==> src/sv/hlsd_pkg.sv <==
// ----------------------------------------------------------------------------
// hlsd_pkg
// Shared types, constants and tables of the hand landmark shape descriptor.
// ----------------------------------------------------------------------------
`default_nettype none

package hlsd_pkg;

  localparam int LANDMARKS    = 21;
  localparam int LM_AW        = $clog2(LANDMARKS);
  localparam int COORD_W      = 16;
  localparam int FEATURES     = 20;
  localparam int FEAT_W       = 16;
  localparam int FIDX_W       = 5;
  localparam int FINGERS      = 5;
  localparam int CORDIC_STEPS = 16;
  localparam int SQRT_STEPS   = 32;
  localparam int DIV_STEPS    = 46;
  localparam int ITER_W       = 6;

  // feature index bases
  localparam int STR_BASE = 10;
  localparam int TIP_BASE = 15;

  typedef struct packed {
    logic signed [COORD_W-1:0] point_x;
    logic signed [COORD_W-1:0] point_y;
    logic                      first_point;
  } in_beat_t;

  typedef struct packed {
    logic [FEAT_W-1:0] feature_value;
    logic [FIDX_W-1:0] feature_index;
    logic              last_feature;
  } out_beat_t;

  typedef enum logic [4:0] {
    OP_NOP,
    OP_VEC_LOAD,
    OP_VEC_SHIFT,
    OP_CORDIC,
    OP_Z_SAVE,
    OP_ANG_WRITE,
    OP_STR_INIT,
    OP_SQ_X,
    OP_SQ_Y,
    OP_SQ_ADD,
    OP_SQRT_INIT,
    OP_SQRT_STEP,
    OP_HYP_END,
    OP_DIV_INIT,
    OP_DIV_STEP,
    OP_STR_WRITE,
    OP_TIP_SAT
  } op_t;

  typedef enum logic [4:0] {
    S_IDLE,
    S_LOAD,
    S_ANG_CHK,
    S_VEC_LOAD,
    S_VEC_NORM,
    S_CORDIC,
    S_Z_SAVE,
    S_ANG_WRITE,
    S_STR_INIT,
    S_SQ_X,
    S_SQ_Y,
    S_SQ_ADD,
    S_SQRT_INIT,
    S_SQRT,
    S_HYP_END,
    S_STR_CHK,
    S_DIV_INIT,
    S_DIV,
    S_STR_WRITE,
    S_TIP_CHK,
    S_TIP_SAT,
    S_EMIT
  } state_t;

  typedef struct packed {
    op_t               op;
    logic              wr;
    logic [LM_AW-1:0]  waddr;
    logic [LM_AW-1:0]  raddr;
    logic              cap;
    logic [1:0]        slot;
    logic              tsel;
    logic              vsel;
    logic [1:0]        seg;
    logic              tip;
    logic [3:0]        iter;
    logic [FIDX_W-1:0] fidx;
    logic [FIDX_W-1:0] eidx;
  } cmd_t;

  typedef struct packed {
    logic norm_ok;
    logic ang_zero;
    logic path_zero;
    logic tip_big;
  } status_t;

  // arctangent of 2^-i in binary angle units, 2^32 per turn
  function automatic logic [31:0] atan_lut(input logic [3:0] i);
    logic [31:0] r;
    case (i)
      4'd0:    r = 32'h2000_0000;
      4'd1:    r = 32'h12E4_051E;
      4'd2:    r = 32'h09FB_385B;
      4'd3:    r = 32'h0511_11D4;
      4'd4:    r = 32'h028B_0D43;
      4'd5:    r = 32'h0145_D7E1;
      4'd6:    r = 32'h00A2_F61E;
      4'd7:    r = 32'h0051_7C55;
      4'd8:    r = 32'h0028_BE53;
      4'd9:    r = 32'h0014_5F2F;
      4'd10:   r = 32'h000A_2F98;
      4'd11:   r = 32'h0005_17CC;
      4'd12:   r = 32'h0002_8BE6;
      4'd13:   r = 32'h0001_45F3;
      4'd14:   r = 32'h0000_A2FA;
      4'd15:   r = 32'h0000_517D;
      default: r = 32'h0;
    endcase
    return r;
  endfunction

  // knuckle landmarks that join the wrist in the palm center
  function automatic logic is_knuckle(input logic [LM_AW-1:0] idx);
    return idx inside {LM_AW'(5), LM_AW'(9), LM_AW'(13), LM_AW'(17)};
  endfunction

endpackage

`default_nettype wire

==> src/sv/hlsd_ctrl.sv <==
// ----------------------------------------------------------------------------
// hlsd_ctrl
// Sequencer: point counting, feature computation steps and feature emission.
// ----------------------------------------------------------------------------
`default_nettype none

module hlsd_ctrl (
  input  wire logic                     clk,
  input  wire logic                     rst,
  input  wire logic                     in_valid,
  input  wire logic                     first_point,
  output logic                          in_stall,
  output logic                          out_valid,
  input  wire logic                     out_stall,
  input  wire hlsd_pkg::status_t        stat,
  output hlsd_pkg::cmd_t                cmd
);

  localparam int AW = hlsd_pkg::LM_AW;
  localparam int IW = hlsd_pkg::ITER_W;
  localparam int FW = hlsd_pkg::FIDX_W;

  hlsd_pkg::state_t state, state_next;
  logic [AW-1:0] pc, pc_next;
  logic [2:0]    finger, finger_next;
  logic          tsel, tsel_next;
  logic          vsel, vsel_next;
  logic [1:0]    seg, seg_next;
  logic          tipm, tipm_next;
  logic [IW-1:0] iter, iter_next;
  logic [FW-1:0] eidx, eidx_next;

  logic          in_fire;
  logic [AW-1:0] idx;

  always_ff @(posedge clk) begin
    if (rst) begin
      state  <= hlsd_pkg::S_IDLE;
      pc     <= '0;
      finger <= '0;
      tsel   <= 1'b0;
      vsel   <= 1'b0;
      seg    <= '0;
      tipm   <= 1'b0;
      iter   <= '0;
      eidx   <= '0;
    end else begin
      state  <= state_next;
      pc     <= pc_next;
      finger <= finger_next;
      tsel   <= tsel_next;
      vsel   <= vsel_next;
      seg    <= seg_next;
      tipm   <= tipm_next;
      iter   <= iter_next;
      eidx   <= eidx_next;
    end
  end

  // the hand-closing point waits until the previous hand is fully sent
  assign in_stall  = !((state == hlsd_pkg::S_IDLE) ||
                       ((state == hlsd_pkg::S_EMIT) &&
                        (pc != AW'(hlsd_pkg::LANDMARKS - 1))));
  assign out_valid = (state == hlsd_pkg::S_EMIT);
  assign in_fire   = in_valid && !in_stall;
  assign idx       = first_point ? '0 : pc;

  always_comb begin
    state_next  = state;
    pc_next     = pc;
    finger_next = finger;
    tsel_next   = tsel;
    vsel_next   = vsel;
    seg_next    = seg;
    tipm_next   = tipm;
    iter_next   = iter;
    eidx_next   = eidx;

    cmd       = '0;
    cmd.op    = hlsd_pkg::OP_NOP;
    cmd.wr    = in_fire;
    cmd.waddr = idx;
    cmd.raddr = AW'(1) + AW'({finger, 2'b00}) + AW'(iter[1:0]);
    cmd.slot  = 2'(iter - IW'(1));
    cmd.tsel  = tsel;
    cmd.vsel  = vsel;
    cmd.seg   = seg;
    cmd.tip   = tipm;
    cmd.iter  = iter[3:0];
    cmd.eidx  = eidx;
    cmd.fidx  = FW'({finger, tsel});

    case (state)
      hlsd_pkg::S_IDLE: begin
      end
      hlsd_pkg::S_LOAD: begin
        cmd.cap = (iter != '0);
        if (iter == IW'(4)) begin
          state_next = hlsd_pkg::S_ANG_CHK;
          tsel_next  = 1'b0;
        end else begin
          iter_next = iter + IW'(1);
        end
      end
      hlsd_pkg::S_ANG_CHK: begin
        if (stat.ang_zero) begin
          state_next = hlsd_pkg::S_ANG_WRITE;
        end else begin
          state_next = hlsd_pkg::S_VEC_LOAD;
          vsel_next  = 1'b0;
        end
      end
      hlsd_pkg::S_VEC_LOAD: begin
        cmd.op     = hlsd_pkg::OP_VEC_LOAD;
        state_next = hlsd_pkg::S_VEC_NORM;
      end
      hlsd_pkg::S_VEC_NORM: begin
        cmd.op = hlsd_pkg::OP_VEC_SHIFT;
        if (stat.norm_ok) begin
          state_next = hlsd_pkg::S_CORDIC;
          iter_next  = '0;
        end
      end
      hlsd_pkg::S_CORDIC: begin
        cmd.op = hlsd_pkg::OP_CORDIC;
        if (iter == IW'(hlsd_pkg::CORDIC_STEPS - 1)) begin
          state_next = vsel ? hlsd_pkg::S_ANG_WRITE : hlsd_pkg::S_Z_SAVE;
        end else begin
          iter_next = iter + IW'(1);
        end
      end
      hlsd_pkg::S_Z_SAVE: begin
        cmd.op     = hlsd_pkg::OP_Z_SAVE;
        vsel_next  = 1'b1;
        state_next = hlsd_pkg::S_VEC_LOAD;
      end
      hlsd_pkg::S_ANG_WRITE: begin
        cmd.op = hlsd_pkg::OP_ANG_WRITE;
        if (!tsel) begin
          tsel_next  = 1'b1;
          state_next = hlsd_pkg::S_ANG_CHK;
        end else begin
          state_next = hlsd_pkg::S_STR_INIT;
        end
      end
      hlsd_pkg::S_STR_INIT: begin
        cmd.op     = hlsd_pkg::OP_STR_INIT;
        seg_next   = '0;
        tipm_next  = 1'b0;
        state_next = hlsd_pkg::S_SQ_X;
      end
      hlsd_pkg::S_SQ_X: begin
        cmd.op     = hlsd_pkg::OP_SQ_X;
        state_next = hlsd_pkg::S_SQ_Y;
      end
      hlsd_pkg::S_SQ_Y: begin
        cmd.op     = hlsd_pkg::OP_SQ_Y;
        state_next = hlsd_pkg::S_SQ_ADD;
      end
      hlsd_pkg::S_SQ_ADD: begin
        cmd.op     = hlsd_pkg::OP_SQ_ADD;
        state_next = tipm ? hlsd_pkg::S_DIV_INIT : hlsd_pkg::S_SQRT_INIT;
      end
      hlsd_pkg::S_SQRT_INIT: begin
        cmd.op     = hlsd_pkg::OP_SQRT_INIT;
        iter_next  = '0;
        state_next = hlsd_pkg::S_SQRT;
      end
      hlsd_pkg::S_SQRT: begin
        cmd.op = hlsd_pkg::OP_SQRT_STEP;
        if (iter == IW'(hlsd_pkg::SQRT_STEPS - 1)) begin
          state_next = hlsd_pkg::S_HYP_END;
        end else begin
          iter_next = iter + IW'(1);
        end
      end
      hlsd_pkg::S_HYP_END: begin
        cmd.op   = hlsd_pkg::OP_HYP_END;
        cmd.fidx = FW'(hlsd_pkg::TIP_BASE) + FW'(finger);
        if (tipm) begin
          if (finger == 3'(hlsd_pkg::FINGERS - 1)) begin
            state_next = hlsd_pkg::S_EMIT;
            eidx_next  = '0;
          end else begin
            finger_next = finger + 3'd1;
            iter_next   = '0;
            state_next  = hlsd_pkg::S_LOAD;
          end
        end else if (seg == 2'd3) begin
          state_next = hlsd_pkg::S_STR_CHK;
        end else begin
          seg_next   = seg + 2'd1;
          state_next = hlsd_pkg::S_SQ_X;
        end
      end
      hlsd_pkg::S_STR_CHK: begin
        state_next = stat.path_zero ? hlsd_pkg::S_STR_WRITE : hlsd_pkg::S_DIV_INIT;
      end
      hlsd_pkg::S_DIV_INIT: begin
        cmd.op     = hlsd_pkg::OP_DIV_INIT;
        iter_next  = '0;
        state_next = hlsd_pkg::S_DIV;
      end
      hlsd_pkg::S_DIV: begin
        cmd.op = hlsd_pkg::OP_DIV_STEP;
        if (iter == IW'(hlsd_pkg::DIV_STEPS - 1)) begin
          state_next = tipm ? hlsd_pkg::S_SQRT_INIT : hlsd_pkg::S_STR_WRITE;
        end else begin
          iter_next = iter + IW'(1);
        end
      end
      hlsd_pkg::S_STR_WRITE: begin
        cmd.op     = hlsd_pkg::OP_STR_WRITE;
        cmd.fidx   = FW'(hlsd_pkg::STR_BASE) + FW'(finger);
        state_next = hlsd_pkg::S_TIP_CHK;
      end
      hlsd_pkg::S_TIP_CHK: begin
        tipm_next  = 1'b1;
        state_next = stat.tip_big ? hlsd_pkg::S_TIP_SAT : hlsd_pkg::S_SQ_X;
      end
      hlsd_pkg::S_TIP_SAT: begin
        cmd.op   = hlsd_pkg::OP_TIP_SAT;
        cmd.fidx = FW'(hlsd_pkg::TIP_BASE) + FW'(finger);
        if (finger == 3'(hlsd_pkg::FINGERS - 1)) begin
          state_next = hlsd_pkg::S_EMIT;
          eidx_next  = '0;
        end else begin
          finger_next = finger + 3'd1;
          iter_next   = '0;
          state_next  = hlsd_pkg::S_LOAD;
        end
      end
      hlsd_pkg::S_EMIT: begin
        if (!out_stall) begin
          if (eidx == FW'(hlsd_pkg::FEATURES - 1)) begin
            state_next = hlsd_pkg::S_IDLE;
          end else begin
            eidx_next = eidx + FW'(1);
          end
        end
      end
      default: begin
        state_next = hlsd_pkg::S_IDLE;
      end
    endcase

    if (in_fire) begin
      if (idx == AW'(hlsd_pkg::LANDMARKS - 1)) begin
        pc_next     = '0;
        finger_next = '0;
        iter_next   = '0;
        state_next  = hlsd_pkg::S_LOAD;
      end else begin
        pc_next = idx + AW'(1);
      end
    end
  end

endmodule

`default_nettype wire

==> config.mk <==
export PLATFORM = sky130hd
export DESIGN_NAME = hlsd_ctrl
export DESIGN_NICKNAME = d
export VERILOG_FILES = /design/src/sv/hlsd_pkg.sv /design/src/sv/hlsd_ctrl.sv
export SDC_FILE = /design/constraint.sdc
export NUM_CORES = 1
export LEC_CHECK = 0
export BUFFER_PORTS_ARGS = -buffer_cell sky130_fd_sc_hd__buf_2
export CORE_UTILIZATION = 35
export DETAILED_ROUTE_END_ITERATION = 8
export PLACE_DENSITY = 0.5
export SLEW_MARGIN = 30
export SYNTH_ARGS = -nofsm -noshare
export SYNTH_HDL_FRONTEND = slang
export SYNTH_SLANG_ARGS = --single-unit
==> constraint.sdc <==
create_clock -name clk -period 2.9 [get_ports clk]
set_clock_uncertainty 0.2 [all_clocks]
set_input_delay 0.145 -clock clk [delete_from_list [all_inputs] [get_ports clk]]
set_output_delay 0.145 -clock clk [all_outputs]
set_load 0.01 [all_outputs]
==> Yosys cells after proc, flatten, opt, wreduce, memory -nomap -nowiden <==
Index checks and enable logic that the tools add are counted.
{ "totals": {"ff_bits": 29, "out_inout_bits": 40, "wordCells": 126} }
{ "classes": {"n_addsub": 10, "eq_ne": 37, "muxes": 53, "n_reduce_logical": 17} }
{ "ops": {"columns": ["cell", "count"], "rows": [
  ["$pmux W5 S22", 1],
  ["$mux W5", 20],
  ["$pmux W5 S16", 1],
  ["$mux W6", 9],
  ["$pmux W6 S8", 1],
  ["$eq A5 B4 Y1 const B", 8],
  ["$eq A5 B5 Y1 const B", 8],
  ["$eq A5 B3 Y1 const B", 4],
  ["$mux W3", 6],
  ["$pmux W5 S3", 1],
  ["$ne A2 B2 Y1 const B", 7],
  ["$add A4 B3 Y5 const A", 2],
  ["$add A5 B1 Y5 const B", 2],
  ["$eq A5 B2 Y1 const B", 2],
  ["$pmux W5 S2", 1],
  ["$reduce_bool A2 Y1", 4],
  ["$add A6 B1 Y6 const B", 1],
  ["$eq A6 B3 Y1 const B", 1],
  ["$eq A6 B4 Y1 const B", 1],
  ["$eq A6 B5 Y1 const B", 1],
  ["$eq A6 B6 Y1 const B", 1],
  ["$mux W2", 3],
  ["$pmux W1 S2", 3],
  ["$pmux W3 S2", 1],
  ["other kinds (22)", 28]
]} }

==> Longest topological paths before layout <==
{ "depth": {"word_depth": 6, "mapped_depth": 9} }

==> Worst setup path before layout <==
Ideal clock, no wire load.
{ "synth_path": {"path_type": "register to register", "start": "reg finger[0]", "end": "reg eidx[4]", "arrival_time_ps": 1870, "slack_ps": 759, "path_stages_with_launch": 9, "path_buffers": 1, "synth_period_minus_slack_ps": 2141, "cell_sequence": "dfxtp_1 > clkbuf_1 > inv_1 > ha_1 > nand2_1 > a211oi_4 > nor2_2 > or4_1 > a21oi_1"} }
{ "synth_via": {"elab_chain_cells": 4} }
{ "synth_lines": {"columns": ["item", "line_no", "text"], "rows": [
  ["from (decl)", "hlsd_ctrl.sv:25", "logic [2:0] finger, finger_next;"],
  ["from (signal assigned)", "hlsd_ctrl.sv:50", "finger <= finger_next;"],
  ["$eq A3 B3 Y1 *", "hlsd_ctrl.sv:181, hlsd_ctrl.sv:224", null],
  ["$mux W5 *", null, null],
  ["$mux W5", null, null],
  ["$pmux W5 S3 *", null, null],
  ["to (signal assigned)", "hlsd_ctrl.sv:56", "eidx <= eidx_next;"],
  ["to (decl)", "hlsd_ctrl.sv:31", "logic [FW-1:0] eidx, eidx_next;"]
]} }
Every way passes the cells marked *; elsewhere a longest branch is shown, timed or not. The select of a mux whose other input is x is not followed.
A chain may end at the register's enable or synchronous reset.

==> impl_metrics.json <==
{
  "clockPowerShare": 0.342,
  "intPower_uw": 691,
  "grt_first_pass_wirelength_mm": 13.2,
  "cp_data_arrival_time_ns": 2.15,
  "peakVddDrop_uv": 185,
  "antenna_found_initial": 0,
  "grt_max_degree": 20,
  "clockRootBuffer": "clkbuf_8",
  "drt_iter0_markers": 277,
  "die_h_um": 89.1,
  "critPathSlowestCell": "dfxtp_1",
  "start_util": 0.364,
  "cts_max_level": 2,
  "min_from": "rst",
  "rows": 31,
  "fp.dieW_um": 89.1,
  "fin_nets": 418,
  "powerDensity_nw_per_um2": 340,
  "route.detailed.drc": 0,
  "startpoint": "state[0]",
  "place.gp.congestion": 0.944,
  "drive_above_1_share": 0.210,
  "synthArstFlopShare": 0,
  "netlist.area_leader.share": 0.219,
  "slew_violations": 0,
  "synth_nets": 383,
  "crit_chain": "buf_4 -> nor2b_1 -> o211ai_1 -> o31ai_1 -> buf_2",
  "firstDrtPassIters": 5,
  "grt_pass1_vias": 2543,
  "routed-via-count": 2862,
  "synth.distinct_cells": 69,
  "setup_viol": 0,
  "dieArea_um2": 7930,
  "dp.cells": 487,
  "slew_headroom": 0.595,
  "setup_tns_ns": 0,
  "clock_latency_ns": 0.29,
  "endpoint_kind": "output port",
  "cts_resized": 0,
  "hpwl_mm": 6.22,
  "hold_depth": 2,
  "hold_path_class": "in2reg",
  "grt_usage": 0.218,
  "layout_setup_ws_ns": 0.405,
  "yosysWarnings": 0,
  "area_delta_synth_final_pct": 14.6,
  "clkSinkCount": 29,
  "path_class": "reg2out",
  "fin_cells": 495,
  "post_cts_buffers": 0,
  "rsz0062_at_grt": "no",
  "r2r_cells": 6,
  "diodes": 0,
  "design.core.area_um2": 7290,
  "portBuffers": 48,
  "crit_required_ns": 2.56,
  "vias_per_cell": 5.78,
  "final_hold_viol_count": 0,
  "synthesis.area_per_instance_um2": 7.35,
  "p_leak_nw": 1.24,
  "ys.flop_type": "dfxtp_1",
  "fin_crit_sh": 0.860,
  "yosysTopAreaCell": "dfxtp_1",
  "routed_wl_mm": 8.39,
  "synth_cells": 361,
  "cts_tree": "done",
  "syn-cell-area_um2": 2650,
  "crit_path_max_fanout": 15,
  "worst_pin_slew_ns": 0.599,
  "status": "complete, no violations",
  "synth.area.top_cells": "dfxtp_1 22%, ha_1 6.1%, a21oi_1 5.7%",
  "switching_share": 0.333,
  "pre_cts_ws_ns": 0.493,
  "synth-seq-area-share": 0.219,
  "p_sw_uw": 344,
  "postCtsHoldBufs": 1,
  "cap_violations": 0,
  "cts_buffers": 5,
  "design_power_total_mw": 1.03,
  "grt_overflow": 0,
  "synth_seq_cells": 29,
  "io_pins": 49,
  "power_frac_comb": 0.238,
  "pwr-share-seq": 0.419,
  "synth_edf_count": 0,
  "wl_per_cell_um": 16.9,
  "cts_buffer_depth": 2,
  "period_minus_slack_ns": 2.50,
  "fmax_ghz": 0.401,
  "setup.worst_path.start_class": "flop",
  "slowest_delay_ns": 0.65,
  "clkTransAtPathRegs_ns": 0.07,
  "timing.rr.start": "state[3]",
  "ant_nets": 0
}
synth_stat cells (5+ instances only):
master / instances
clkbuf_1: 19
nand2b_1: 9
buf_2: 5
ha_1: 13
o31ai_1: 6
nor2b_1: 7
and2_1: 5
nor3_1: 7
a21oi_1: 30
o21ai_0: 21
dfxtp_1: 29
inv_1: 18
o211ai_1: 5
a31oi_1: 10
nor2_1: 24
nand3_1: 13
buf_4: 10
nand2_1: 30
nand4_1: 7
nor4_1: 6
logic make-up after synthesis:
| logic type | synth area share |
|---|---|
| multiplexers | 0.0193 |
| adder cells (fa/ha/maj) | 0.0613 |
| buffers and inverters | 0.0957 |
| AO/OA/AOI/OAI | 0.274 |
| AND/OR/NAND/NOR | 0.304 |
| XOR/XNOR | 0.0264 |
| flip-flops | 0.219 |
per-stage QoR:
stage               hold slack (ns)  cell area, µm²  utilization
finish                     0.000872            3040        0.417
floorplan                     0.132            2650            -
detailed placement            0.253            2940        0.404
CTS                         0.00653            3040        0.417
global route                 0.0272            3040        0.417
global placement              0.260            2940        0.404
cell usage in the layout (no fill, tap or decap), drive strengths merged, types with 7 or more instances in the layout:
cell	synthesis	final
ha	13	13
o21ai	21	21
nand2b	9	9
nand2	30	30
clkbuf	19	7
nand3	13	13
dfxtp	29	29
nor3	7	7
inv	18	18
a31oi	10	10
buf	17	63
a21oi	30	30
nor2	25	25
nand4	7	7
nor2b	7	7
state kept, by name, summed over array words and instances, names as in the netlist:
signal / cells
vsel: 1
pc: 5
seg: 2
state: 5
finger: 3
eidx: 5
tipm: 1
tsel: 1
iter: 6
routing by layer:
layer  track usage  vias to the layer above  wire length [µm]
met2         0.357                      121              3910
met4        0.0664                        0               105
met1         0.299                     1345              3830
met5             0                        -                 0
li1              -                     1386                 -
met3        0.0286                       10               541
power by group through the flow:
stage / Clock (mW) / Sequential, mW / Combinational (mW)
2_1_floorplan: 0 / 0.427 / 0.175
3_3_place_gp: 0 / 0.442 / 0.242
3_5_place_dp: 0 / 0.441 / 0.239
4_1_cts: 0.358 / 0.433 / 0.242
5_1_grt: 0.372 / 0.436 / 0.270
6_report: 0.354 / 0.434 / 0.247
worst max-delay path: cells and delay by family (launching register included):
kind / cells / cell delay (ns)
AO/OA/AOI/OAI: 2 / 0.26
buffers and inverters: 2 / 0.46
AND/OR/NAND/NOR: 1 / 0.49
flip-flops: 1 / 0.65
final timing paths:
kind | endpoint | slack (ns)
worst max register to register | iter[3] | 0.42
worst min-delay path | seg[0] | 0.0009
worst max-delay path | cmd[34] | 0.40
worst min register to register | seg[1] | 0.27
layout make-up:
class | instances | area, µm²
well taps | 99 | 124
flip-flops and latches | 29 | 581
inverters | 18 | 67.6
multi-input cells | 278 | 1820
fillers | 794 | 4250
clock buffers | 7 | 86.3
repair buffers | 64 | 363
No activity file was read; power rests on OpenSTA's default activity.
